==> src/rtl/core/tgd_pkg.sv <==
// tgd_pkg: shared types and constants for the touch gesture detector
// used by tgd_cfg_regs, tgd_core and touch_gesture_detector
`default_nettype none

package tgd_pkg;

  localparam int CFG_W = 16;
  localparam int IDX_W = 2;
  localparam int IN_TDATA_W = 8;
  localparam int OUT_TDATA_W = 8;

  localparam logic [IDX_W-1:0] REG_DEBOUNCE = 2'd0;
  localparam logic [IDX_W-1:0] REG_GESTURE_WINDOW = 2'd1;
  localparam logic [IDX_W-1:0] REG_LONG_PRESS = 2'd2;
  localparam logic [IDX_W-1:0] REG_HOLD_STEP = 2'd3;

  localparam logic [CFG_W-1:0] DEBOUNCE_RST = 16'd50;
  localparam logic [CFG_W-1:0] GESTURE_WINDOW_RST = 16'd400;
  localparam logic [CFG_W-1:0] LONG_PRESS_RST = 16'd800;
  localparam logic [CFG_W-1:0] HOLD_STEP_RST = 16'd100;

  localparam logic [1:0] MAX_TAPS = 2'd3;

  typedef struct packed {
    logic [CFG_W-1:0] debounce_ticks;
    logic [CFG_W-1:0] gesture_window_ticks;
    logic [CFG_W-1:0] long_press_ticks;
    logic [CFG_W-1:0] hold_step_ticks;
  } tgd_cfg_t;

  typedef struct packed {
    logic [1:0] gesture_taps;
    logic       long_press_start;
    logic       long_press_hold;
    logic       long_press_end;
    logic       pressed;
  } tgd_res_t;

endpackage

`default_nettype wire

==> src/rtl/core/tgd_cfg_regs.sv <==
// tgd_cfg_regs: configuration register file of the touch gesture detector
// depends on tgd_pkg
`default_nettype none

module tgd_cfg_regs
  import tgd_pkg::*;
(
  input  wire logic             clk,
  input  wire logic             rst_n,
  input  wire logic             cfg_wr_en,
  input  wire logic [IDX_W-1:0] cfg_index,
  input  wire logic [CFG_W-1:0] cfg_wdata,
  output tgd_cfg_t              cfg
);

  tgd_cfg_t cfg_r;
  tgd_cfg_t cfg_nxt;

  always_comb begin
    cfg_nxt = cfg_r;
    if (cfg_wr_en) begin
      unique case (cfg_index)
        REG_DEBOUNCE:       cfg_nxt.debounce_ticks       = cfg_wdata;
        REG_GESTURE_WINDOW: cfg_nxt.gesture_window_ticks = cfg_wdata;
        REG_LONG_PRESS:     cfg_nxt.long_press_ticks     = cfg_wdata;
        REG_HOLD_STEP:      cfg_nxt.hold_step_ticks      = cfg_wdata;
        default:            cfg_nxt = cfg_r;
      endcase
    end
  end

  always_ff @(posedge clk) begin
    if (!rst_n) begin
      cfg_r.debounce_ticks       <= DEBOUNCE_RST;
      cfg_r.gesture_window_ticks <= GESTURE_WINDOW_RST;
      cfg_r.long_press_ticks     <= LONG_PRESS_RST;
      cfg_r.hold_step_ticks      <= HOLD_STEP_RST;
    end else begin
      cfg_r <= cfg_nxt;
    end
  end

  assign cfg = cfg_r;

endmodule

`default_nettype wire

==> src/rtl/core/tgd_core.sv <==
// tgd_core: per-tick debounce, tap counting and long-press state update
// depends on tgd_pkg
`default_nettype none

module tgd_core
  import tgd_pkg::*;
#(
  parameter int CNT_W = 16
) (
  input  wire logic     clk,
  input  wire logic     rst_n,
  input  wire logic     tick_en,
  input  wire logic     pin_level,
  input  wire logic     touch_blocked,
  input  wire tgd_cfg_t cfg,
  output tgd_res_t      res
);

  localparam int CMP_W = (CNT_W > CFG_W) ? CNT_W : CFG_W;
  localparam logic [CNT_W-1:0] CNT_MAX = '1;

  logic             prev_raw_r, prev_raw_nxt;
  logic             stable_r, stable_nxt;
  logic [CNT_W-1:0] stable_cnt_r, stable_cnt_nxt;
  logic [1:0]       taps_r, taps_nxt;
  logic             win_run_r, win_run_nxt;
  logic [CNT_W-1:0] rel_cnt_r, rel_cnt_nxt;
  logic             long_fired_r, long_fired_nxt;
  logic             long_hold_r, long_hold_nxt;
  logic [CNT_W-1:0] press_cnt_r, press_cnt_nxt;
  logic [CNT_W-1:0] step_cnt_r, step_cnt_nxt;

  always_comb begin
    prev_raw_nxt   = prev_raw_r;
    stable_nxt     = stable_r;
    taps_nxt       = taps_r;
    win_run_nxt    = win_run_r;
    long_fired_nxt = long_fired_r;
    long_hold_nxt  = long_hold_r;
    res            = '0;

    // saturating advance
    stable_cnt_nxt = (stable_cnt_r == CNT_MAX) ? stable_cnt_r : stable_cnt_r + 1'b1;
    rel_cnt_nxt    = (rel_cnt_r == CNT_MAX) ? rel_cnt_r : rel_cnt_r + 1'b1;
    press_cnt_nxt  = (press_cnt_r == CNT_MAX) ? press_cnt_r : press_cnt_r + 1'b1;
    step_cnt_nxt   = (step_cnt_r == CNT_MAX) ? step_cnt_r : step_cnt_r + 1'b1;

    // gesture timeout runs even when blocked
    if (win_run_r && (CMP_W'(rel_cnt_nxt) >= CMP_W'(cfg.gesture_window_ticks))) begin
      res.gesture_taps = taps_r;
      taps_nxt         = '0;
      win_run_nxt      = 1'b0;
    end

    if (!touch_blocked) begin
      if (pin_level != prev_raw_r) begin
        stable_cnt_nxt = '0;
      end
      if (CMP_W'(stable_cnt_nxt) > CMP_W'(cfg.debounce_ticks)) begin
        if (pin_level != stable_r) begin
          stable_nxt = pin_level;
          if (pin_level) begin
            press_cnt_nxt  = '0;
            long_fired_nxt = 1'b0;
            long_hold_nxt  = 1'b0;
          end else if (long_fired_r) begin
            res.long_press_end = 1'b1;
            long_hold_nxt      = 1'b0;
          end else begin
            if (taps_nxt < MAX_TAPS) begin
              taps_nxt = taps_nxt + 1'b1;
            end
            rel_cnt_nxt = '0;
            win_run_nxt = 1'b1;
          end
        end
        if (stable_nxt && !long_fired_nxt &&
            (CMP_W'(press_cnt_nxt) >= CMP_W'(cfg.long_press_ticks))) begin
          long_fired_nxt       = 1'b1;
          long_hold_nxt        = 1'b1;
          taps_nxt             = '0;
          win_run_nxt          = 1'b0;
          step_cnt_nxt         = '0;
          res.long_press_start = 1'b1;
        end
        if (stable_nxt && long_hold_nxt &&
            (CMP_W'(step_cnt_nxt) >= CMP_W'(cfg.hold_step_ticks))) begin
          step_cnt_nxt        = '0;
          res.long_press_hold = 1'b1;
        end
      end
      prev_raw_nxt = pin_level;
    end

    res.pressed = stable_nxt;
  end

  always_ff @(posedge clk) begin
    if (!rst_n) begin
      prev_raw_r   <= 1'b0;
      stable_r     <= 1'b0;
      stable_cnt_r <= '0;
      taps_r       <= '0;
      win_run_r    <= 1'b0;
      rel_cnt_r    <= '0;
      long_fired_r <= 1'b0;
      long_hold_r  <= 1'b0;
      press_cnt_r  <= '0;
      step_cnt_r   <= '0;
    end else if (tick_en) begin
      prev_raw_r   <= prev_raw_nxt;
      stable_r     <= stable_nxt;
      stable_cnt_r <= stable_cnt_nxt;
      taps_r       <= taps_nxt;
      win_run_r    <= win_run_nxt;
      rel_cnt_r    <= rel_cnt_nxt;
      long_fired_r <= long_fired_nxt;
      long_hold_r  <= long_hold_nxt;
      press_cnt_r  <= press_cnt_nxt;
      step_cnt_r   <= step_cnt_nxt;
    end
  end

  a_end_releases: assert property (@(posedge clk) disable iff (!rst_n)
    (tick_en && res.long_press_end) |-> !res.pressed)
    else $error("long press end while still pressed");

  a_start_pressed: assert property (@(posedge clk) disable iff (!rst_n)
    (tick_en && res.long_press_start) |=> (stable_r && long_hold_r && !win_run_r))
    else $error("long press start without held state");

  a_taps_idle: assert property (@(posedge clk) disable iff (!rst_n)
    !win_run_r |-> (taps_r == '0))
    else $error("taps pending with no gesture window");

endmodule

`default_nettype wire

==> src/rtl/core/touch_gesture_detector.sv <==
// touch_gesture_detector: debounced tap, multi-tap and long-press detector
// the core result is registered on out_ when the held transaction advances
// throughput: one transaction per cycle unless out_tready stalls the output register,
// set by the single-pass state update in tgd_core; in_tready follows out_tready combinationally
// reset: synchronous active-low rst_n clears the valid flags and core state, config to defaults, no clearing pass
// depends on tgd_pkg, tgd_cfg_regs, tgd_core
`default_nettype none

module touch_gesture_detector
  import tgd_pkg::*;
#(
  parameter int TICK_COUNTER_WIDTH = 16
) (
  input  wire logic                   clk,
  input  wire logic                   rst_n,
  // [0] pin_level, [1] touch_blocked, [7:2] zero
  input  wire logic [IN_TDATA_W-1:0]  in_tdata,
  input  wire logic                   in_tvalid,
  output logic                        in_tready,
  // [1:0] gesture_taps, [2] long_press_start, [3] long_press_hold,
  // [4] long_press_end, [5] pressed, [7:6] zero
  output logic [OUT_TDATA_W-1:0]      out_tdata,
  output logic                        out_tvalid,
  input  wire logic                   out_tready,
  input  wire logic                   cfg_wr_en,
  input  wire logic [IDX_W-1:0]       cfg_index,
  input  wire logic [CFG_W-1:0]       cfg_wdata
);

  tgd_cfg_t cfg;
  tgd_res_t res;

  logic     in_vld_r;
  logic     pin_r;
  logic     blocked_r;
  logic     out_vld_r;
  tgd_res_t out_res_r;
  logic     adv;

  assign adv       = in_vld_r && (!out_vld_r || out_tready);
  assign in_tready = !in_vld_r || adv;

  tgd_cfg_regs u_cfg (
    .clk       (clk),
    .rst_n     (rst_n),
    .cfg_wr_en (cfg_wr_en),
    .cfg_index (cfg_index),
    .cfg_wdata (cfg_wdata),
    .cfg       (cfg)
  );

  tgd_core #(
    .CNT_W (TICK_COUNTER_WIDTH)
  ) u_core (
    .clk           (clk),
    .rst_n         (rst_n),
    .tick_en       (adv),
    .pin_level     (pin_r),
    .touch_blocked (blocked_r),
    .cfg           (cfg),
    .res           (res)
  );

  always_ff @(posedge clk) begin
    if (!rst_n) begin
      in_vld_r  <= 1'b0;
      out_vld_r <= 1'b0;
    end else begin
      if (in_tready) begin
        in_vld_r <= in_tvalid;
      end
      if (adv) begin
        out_vld_r <= 1'b1;
      end else if (out_tready) begin
        out_vld_r <= 1'b0;
      end
    end
  end

  always_ff @(posedge clk) begin
    if (in_tready && in_tvalid) begin
      pin_r     <= in_tdata[0];
      blocked_r <= in_tdata[1];
    end
    if (adv) begin
      out_res_r <= res;
    end
  end

  assign out_tvalid = out_vld_r;
  assign out_tdata  = {2'b00, out_res_r.pressed, out_res_r.long_press_end,
                       out_res_r.long_press_hold, out_res_r.long_press_start,
                       out_res_r.gesture_taps};

  a_ready_when_empty: assert property (@(posedge clk) disable iff (!rst_n)
    !out_vld_r |-> in_tready)
    else $error("input stalled with empty output register");

  a_adv_fills_out: assert property (@(posedge clk) disable iff (!rst_n)
    adv |=> out_vld_r)
    else $error("processed transaction not offered");

  a_no_overwrite: assert property (@(posedge clk) disable iff (!rst_n)
    (out_vld_r && !out_tready) |-> !adv)
    else $error("pending result overwritten");

endmodule

`default_nettype wire
==> config.mk <==
export PLATFORM = sky130hd
export DESIGN_NAME = touch_gesture_detector
export DESIGN_NICKNAME = d
export VERILOG_FILES = /design/src/rtl/core/tgd_pkg.sv /design/src/rtl/core/tgd_cfg_regs.sv /design/src/rtl/core/tgd_core.sv /design/src/rtl/core/touch_gesture_detector.sv
export SDC_FILE = /design/constraint.sdc
export NUM_CORES = 1
export LEC_CHECK = 0
export BUFFER_PORTS_ARGS = -buffer_cell sky130_fd_sc_hd__buf_4
export CAP_MARGIN = 20
export CORE_MARGIN = 4
export CORE_UTILIZATION = 58
export CTS_CLUSTER_SIZE = 12
export DETAILED_ROUTE_END_ITERATION = 8
export PLACE_DENSITY_LB_ADDON = 0.15
export SLEW_MARGIN = 20
export SYNTH_ARGS = -nofsm -noshare
export SYNTH_HDL_FRONTEND = slang
export SYNTH_SLANG_ARGS = --single-unit
==> constraint.sdc <==
create_clock -name clk -period 5.55 [get_ports clk]
set_input_delay 1.11 -clock clk [delete_from_list [all_inputs] [get_ports clk]]
set_output_delay 1.11 -clock clk [all_outputs]
set_load 0.01 [all_outputs]
## Yosys cells after proc, flatten, opt, wreduce, memory -nomap -nowiden

Cells that the tools add are included.

| operators by class | value |
|---|---|
| reduce and logical (&&, ||, !) cells | 22 |
| order comparisons | 5 |
| bitwise logic cells | 3 |
| equality and inequality tests | 9 |
| add/sub/neg operators | 5 |
| muxes and demuxes | 60 |

Operator list:

| operator | count |
|---|---|
| 16-bit 2-to-1 mux | 24 |
| 16-bit by 1-bit adder with 16-bit output (second input constant) | 4 |
| 16-bit equality test (second input constant) | 4 |
| 16-bit greater-or-equal comparator | 3 |
| 1-bit 2-to-1 mux | 28 |
| 16-bit greater-than comparator | 1 |
| 2-bit 2-to-1 mux | 8 |
| 2-bit AND reduction | 5 |
| 1-bit logical AND | 7 |
| 2-bit equality test (second input constant) | 2 |
| 4-bit OR reduction | 1 |
| 1-bit logical NOT | 3 |
| 1-bit NOT | 3 |
| 3-bit AND reduction | 1 |
| 2-bit by 1-bit adder with 2-bit output (second input constant) | 1 |
| 2-bit by 1-bit equality test with 1-bit output (second input constant) | 1 |
| 2-bit logical NOT | 1 |
| 1-bit logical OR | 2 |
| 2-bit less-than comparator (second input constant) | 1 |
| 1-bit inequality test | 2 |
| 2-bit nonzero test | 1 |
| 2-bit OR reduction | 1 |

| storage, ports and cells | value |
|---|---|
| input bits | 31 |
| output and inout bits | 10 |
| logic and storage cells | 127 |
| register bits | 145 |

## Depth between registers and ports, before layout

| logic depth | value |
|---|---|
| word-level depth | 18 |
| depth in mapped cells | 28 |
| gate-level depth less buffers | 22 |

## Cells and area by module

A second synthesis with hierarchy kept.

| unflattened totals | value |
|---|---|
| cell total of the unflattened synthesis | 1,124 |
| area, all modules | 9,267.6 sq um |

Modules (own cells, without submodules):

| module | cells an instance | times used | sequential area each (sq um) | area each (sq um) |
|---|---|---|---|---|
| tgd_core | 864 | 1 | 1,421.4 | 6,372.4 |
| tgd_cfg_regs | 240 | 1 | 1,281.2 | 2,532.4 |
| touch_gesture_detector | 20 | 1 | 280.3 | 362.8 |

## Worst setup path after synthesis

No wires, ideal clock.

| timing | value |
|---|---|
| path type | flip-flop to flip-flop |
| start point | register u_core.press_cnt_r[3] |
| end point | register u_core.step_cnt_r[8] |
| data required time | 5,480 ps |
| slack | 537 ps |
| path buffers | 5 |
| library setup time | 70 ps |
| stages on the path, launching flop included | 27 |
| clock period less this slack | 5,013 ps |
| data arrival time | 4,944 ps |
| cells stage by stage | dfxtp_1 > buf_2 > and4_1 > buf_4 > nand4_1 > nor4_4 > nor2b_2 > nand3_1 > xor2_1 > nor2_1 > ha_1 > a22o_1 > o41ai_1 > a21oi_1 > or2_2 > clkbuf_1 > buf_2 > nor2_1 > ha_1 > and4_1 > a21o_1 > o21ai_0 > o211ai_1 > a311oi_1 > o21ai_2 > buf_2 > a21oi_1 |

| on the way | value |
|---|---|
| cells in the longest elaborated chain, start to end | 16 |
| elaborated cells on any way between the ends | 21 |
| classes of those cells | add/sub: 1; order compare: 2; eq/ne: 1; mux: 14; reduce/logical: 3 |

Ends and longest elaborated chain:

| element | RTL line | source |
|---|---|---|
| start, declared | tgd_core.sv:30 | `logic [CNT_W-1:0] press_cnt_r, press_cnt_nxt;` |
| start signal, assigned | tgd_core.sv:119 | `press_cnt_r <= press_cnt_nxt;` |
| 16-bit by 1-bit adder with 16-bit output or 16-bit equality test (tied branches) | tgd_core.sv:45 | `press_cnt_nxt = (press_cnt_r == CNT_MAX) ? press_cnt_r : press_cnt_r + 1'b1;` |
| 16-bit 2-to-1 mux (*) | tgd_core.sv:45 |  |
| 16-bit 2-to-1 mux | tgd_core.sv:62 | `if (pin_level) begin` |
| 16-bit 2-to-1 mux (*) | tgd_core.sv:60 | `if (pin_level != stable_r) begin` |
| 16-bit 2-to-1 mux (*) | tgd_core.sv:59 | `if (CMP_W'(stable_cnt_nxt) > CMP_W'(cfg.debounce_ticks)) begin` |
| 16-bit 2-to-1 mux (*) | tgd_core.sv:55 | `if (!touch_blocked) begin` |
| 16-bit greater-or-equal comparator (*) | tgd_core.sv:78 | `(CMP_W'(press_cnt_nxt) >= CMP_W'(cfg.long_press_ticks))) begin` |
| 1-bit logical AND (*) | tgd_core.sv:77 | `if (stable_nxt && !long_fired_nxt &&` |
| 16-bit 2-to-1 mux or 1-bit 2-to-1 mux (tied branches) | tgd_core.sv:77 |  |
| 16-bit 2-to-1 mux or 1-bit 2-to-1 mux (tied branches) | tgd_core.sv:59 |  |
| 16-bit 2-to-1 mux or 1-bit 2-to-1 mux (tied branches) | tgd_core.sv:55 |  |
| 16-bit greater-or-equal comparator or 1-bit logical AND (tied branches) | tgd_core.sv:87, tgd_core.sv:86 |  |
| 1-bit logical AND | tgd_core.sv:86 | `if (stable_nxt && long_hold_nxt &&` |
| 16-bit 2-to-1 mux (*) | tgd_core.sv:86 |  |
| 16-bit 2-to-1 mux (*) | tgd_core.sv:59 |  |
| 16-bit 2-to-1 mux (*) | tgd_core.sv:55 |  |
| end signal, assigned | tgd_core.sv:120 | `step_cnt_r <= step_cnt_nxt;` |
| end, declared | tgd_core.sv:31 | `logic [CNT_W-1:0] step_cnt_r, step_cnt_nxt;` |

Mark *: on every way between the ends. The rest lies on a longest branch, timed or not. The select of a mux whose other input is x is not followed.
A chain may end at the register's enable or synchronous reset.

## Worst setup path in the final report

| timing | value |
|---|---|
| start point | register u_core.press_cnt_r[0] |
| end point | register u_core.step_cnt_r[2] |

Same word-level chain as after synthesis.

==> flow_summary.yaml <==
logic_synthesis:
  synth_compound_area_share_pct: 18.5
  synthSimpleGateAreaFrac_pct: 26.1
  async_flop_share_pct: 0
  syn-cell-area_mm2: 0.00886
  synth_adder_area_share_pct: 9.89
  synth.top_cells.by_area: "dfxtp_1 31%, ha_1 9.9%, nand2_1 8.1%, a21oi_1 7.9%, nor2_1 4.4%"
  seq_area_frac_synth_pct: 33.7
  yosysWarningCount: 0
  synth_top_family_by_area: "simple AND/OR/NAND/NOR gates"
  synth-edff-count: 8
  syn_inst: 1150
  yosys_register_bits: 145
  synthMuxAreaShare_pct: 0.947
  avgSynthCellArea_um2: 7.70
  synth_top_area_cell: "dfxtp_1"
  dominantRegCellSynth: "dfxtp_1"
  yosysUniqueCellTypes: 77
  synth_top_area_share_pct: 31.0
  synthXorXnorAreaFrac_pct: 4.75
clocking:
  cts.htree.levels: 4
  cts_root_buffer: "clkbuf_16"
  numCtsBuffers: 17
  clkTransAtPathRegs_ns: 0.06
  cts.sinks: 145
  postCtsHoldBufs: 0
  clock_latency_ns: 0.43
  clk_path_buf_depth: 2
  cts_tree: "done"
timing:
  rsz0062_at_grt: "no"
  fin_setup_tns_ns: 0
  hold_viol_final: 0
  slew_violations: 0
  worst_pin_slew_ns: 1.07
  fmax_ghz: 0.196
  fin_skew_ns: 0.00921
  period_share_pct: 92.2
  period_needed_ns: 5.11
  holdWs_ns: 0.454
  slew_headroom_pct: 27.8
  setup_viol: 0
worst_setup_path:
  r2r_cells: 24
  required_ns: 5.89
  cp_top_family: "compound AO/OA/AOI/OAI gates"
  critical_path_class: "flip-flop to flip-flop"
  critical_path.max_fanout: 16
  r2r_setup_slack_ns: 0.44
  start_kind: "flip-flop"
  crit_path_top_delay_cell: "or2_2"
  reg2reg_from: "u_core.press_cnt_r[0]"
  cp_slowest_stage_delay_ns: 0.44
  critPathCapture: "u_core.step_cnt_r[2]"
  cp-end-kind: "flip-flop"
  worst_r2r_endpoint: "u_core.step_cnt_r[2]"
  cp_num_buf_inv: 2
  startpoint: "u_core.press_cnt_r[0]"
  path_depth: 24
  path_cells: "ha_1, nand2_1, nor4_4, buf_4, nor2_1, buf_4, nand3_1, xor2_1, nor2_1, ha_1, a21o_1, nand3_1, a21oi_1, o21a_1, or2_2, nor2_1, ha_1, and4_1, a21o_1, o21ai_0, o211ai_1, a311oi_2, o21ai_2, a211oi_1"
  arrival_ns: 5.45
placed_design:
  gp_congestion: 0.857
  post-dp-hpwl_um: 15400
  io_buffers: 32
power_and_ir_drop:
  switching_share_pct: 23.1
  p_leak_nw: 3.87
  ir_drop_v: 0.000253
  combPwrFrac_pct: 7.9
  seq_power_share_pct: 42.4
  p_per_area_mw_per_mm2: 259
  pwr-share-clk_pct: 49.7
  switching_power_mw: 0.594
  p_int_mw: 1.97
detailed_routing:
  initialDrtViolationCount: 504
  via_per_inst: 5.88
  drc_errors: 0
  via_count: 8016
  ant_nets: 0
  wl_per_cell_um: 16.0
  routed_wl_um: 21800
  drt_pass1_iterations: 5
grt:
  antenna_found_initial: 0
  grt_use_total_pct: 25.3
  overflow: 0
  grt_pass1_wl_um: 36400
  grt_pass1_vias: 7496
  grt_max_degree: 64
layout:
  finish.utilization_pct: 67.3
  num_antenna_cells: 0
  syn2layout_area_growth_pct: 12.1
  layout-drive-gt1-share_pct: 10.5
  num-nets-final: 1267
floorplan:
  die_h_um: 132
  die_w_um: 132
  start_util_pct: 60.0
  coreArea_mm2: 0.0148
  die-area_mm2: 0.0173
  io_pins: 41
  rows: 44
min_path:
  hp-class: "flip-flop to flip-flop"
outcome:
  status: "completed"
run:
  maxCapViolations: 0
## per-stage QoR
step                      std cells  total power [mW]  setup slack, ns  area, µm²
after global routing           1363              2.65           0.0465       9930
after floorplan                1151              1.24            0.537       8860
after detailed placement       1330              1.31            0.197       9240
final                          1363              2.57            0.435       9930
after CTS                      1362              2.58            0.175       9900
after global placement         1330              1.31            0.207       9240
## cells in the mapped netlist (9+ instances only)
library cell  instances
a21oi_1             139
a31oi_1               9
and3_1               15
buf_2                10
clkbuf_1             40
dfxtp_1             137
ha_1                 70
inv_1                74
nand2_1             191
nand2b_1             10
nand3_1              38
nand4_1              23
nor2_1              104
nor3_1               23
o211ai_1             17
o21ai_0              44
or3_1                15
xnor2_1              28
xor2_1               20
## cells in the final DEF (no fill, tap or decap), types with 28 or more instances in the layout
cell type / n
buf_4: 55
xnor2_1: 28
o21ai_0: 43
ha_1: 70
nand2_1: 191
nor2_1: 103
a21oi_1: 139
inv_1: 73
dfxtp_1: 137
nand3_1: 38
## how the worst min path moves through the flow
stage	from	endpoint	cells after the start
after floorplan	u_cfg.cfg[10]	u_cfg.cfg[10]	2
after global placement	u_cfg.cfg[41]	u_cfg.cfg[41]	2
after detailed placement	u_cfg.cfg[46]	u_cfg.cfg[46]	2
after CTS	u_cfg.cfg[46]	u_cfg.cfg[46]	2
after global routing	u_cfg.cfg[51]	u_cfg.cfg[51]	2
final	u_cfg.cfg[46]	u_cfg.cfg[46]	2
## power by group through the flow
stage          combinational (mW)  clock [mW]  sequential (mW)
2_1_floorplan               0.129           0             1.11
3_3_place_gp                0.195           0             1.11
3_5_place_dp                0.198           0             1.11
4_1_cts                     0.200        1.29             1.09
5_1_grt                     0.226        1.34             1.09
6_report                    0.202        1.28             1.09
## state kept, by name, summed over array words and instances, names as in the netlist
signal	flops
in_vld_r	1
out_tvalid	1
pin_r	1
u_core.rel_cnt_r	16
u_core.stable_cnt_r	16
blocked_r	1
u_core.win_run_r	1
out_tdata	6
u_core.prev_raw_r	1
u_core.taps_r	2
u_core.long_hold_r	1
u_core.press_cnt_r	16
u_core.stable_r	1
u_core.long_fired_r	1
u_core.step_cnt_r	16
u_cfg.cfg	64
## repair_timing
action / CTS / global route
hold endpoints to repair: 0 / 0
resized for setup: 0 / 2
setup endpoints to repair: 0 / 16
buffers inserted: 0 / 1
## per-layer routing
layer	up-vias	wire (µm)	track usage [%]
met4	0	379	7.70
met5	-	0	0
met3	34	1150	4.20
met1	3765	10400	35.1
li1	4031	-	-
met2	186	9950	40.4
## worst min-delay path, delay by kind of cell, from the launching register on
kind / cells / cell delay (ns)
flip-flops: 1 / 0.31
AND/OR/NAND/NOR: 1 / 0.05
AO/OA/AOI/OAI: 1 / 0.05
## cell families after synthesis
family,count (synthesis)
AOI/OAI and AO/OA,268
muxes,8
other,1
DFF,145
adders and majority gates,70
and+or+nand+nor,476
buffers and inverters,134
xor gates and xnor gates,48
## final cells by class
| type | count | area (µm²) |
|---|---|---|
| Fill cell | 1257 | 4830 |
| Clock inverter | 10 | 180 |
| Timing Repair Buffer | 55 | 413 |
| Clock buffer | 22 | 474 |
| Tap cell | 184 | 230 |
| Sequential cell | 145 | 2980 |
| Multi-Input combinational cell | 872 | 5370 |
| Inverter | 75 | 282 |
Power figures use the tool's default switching activity.
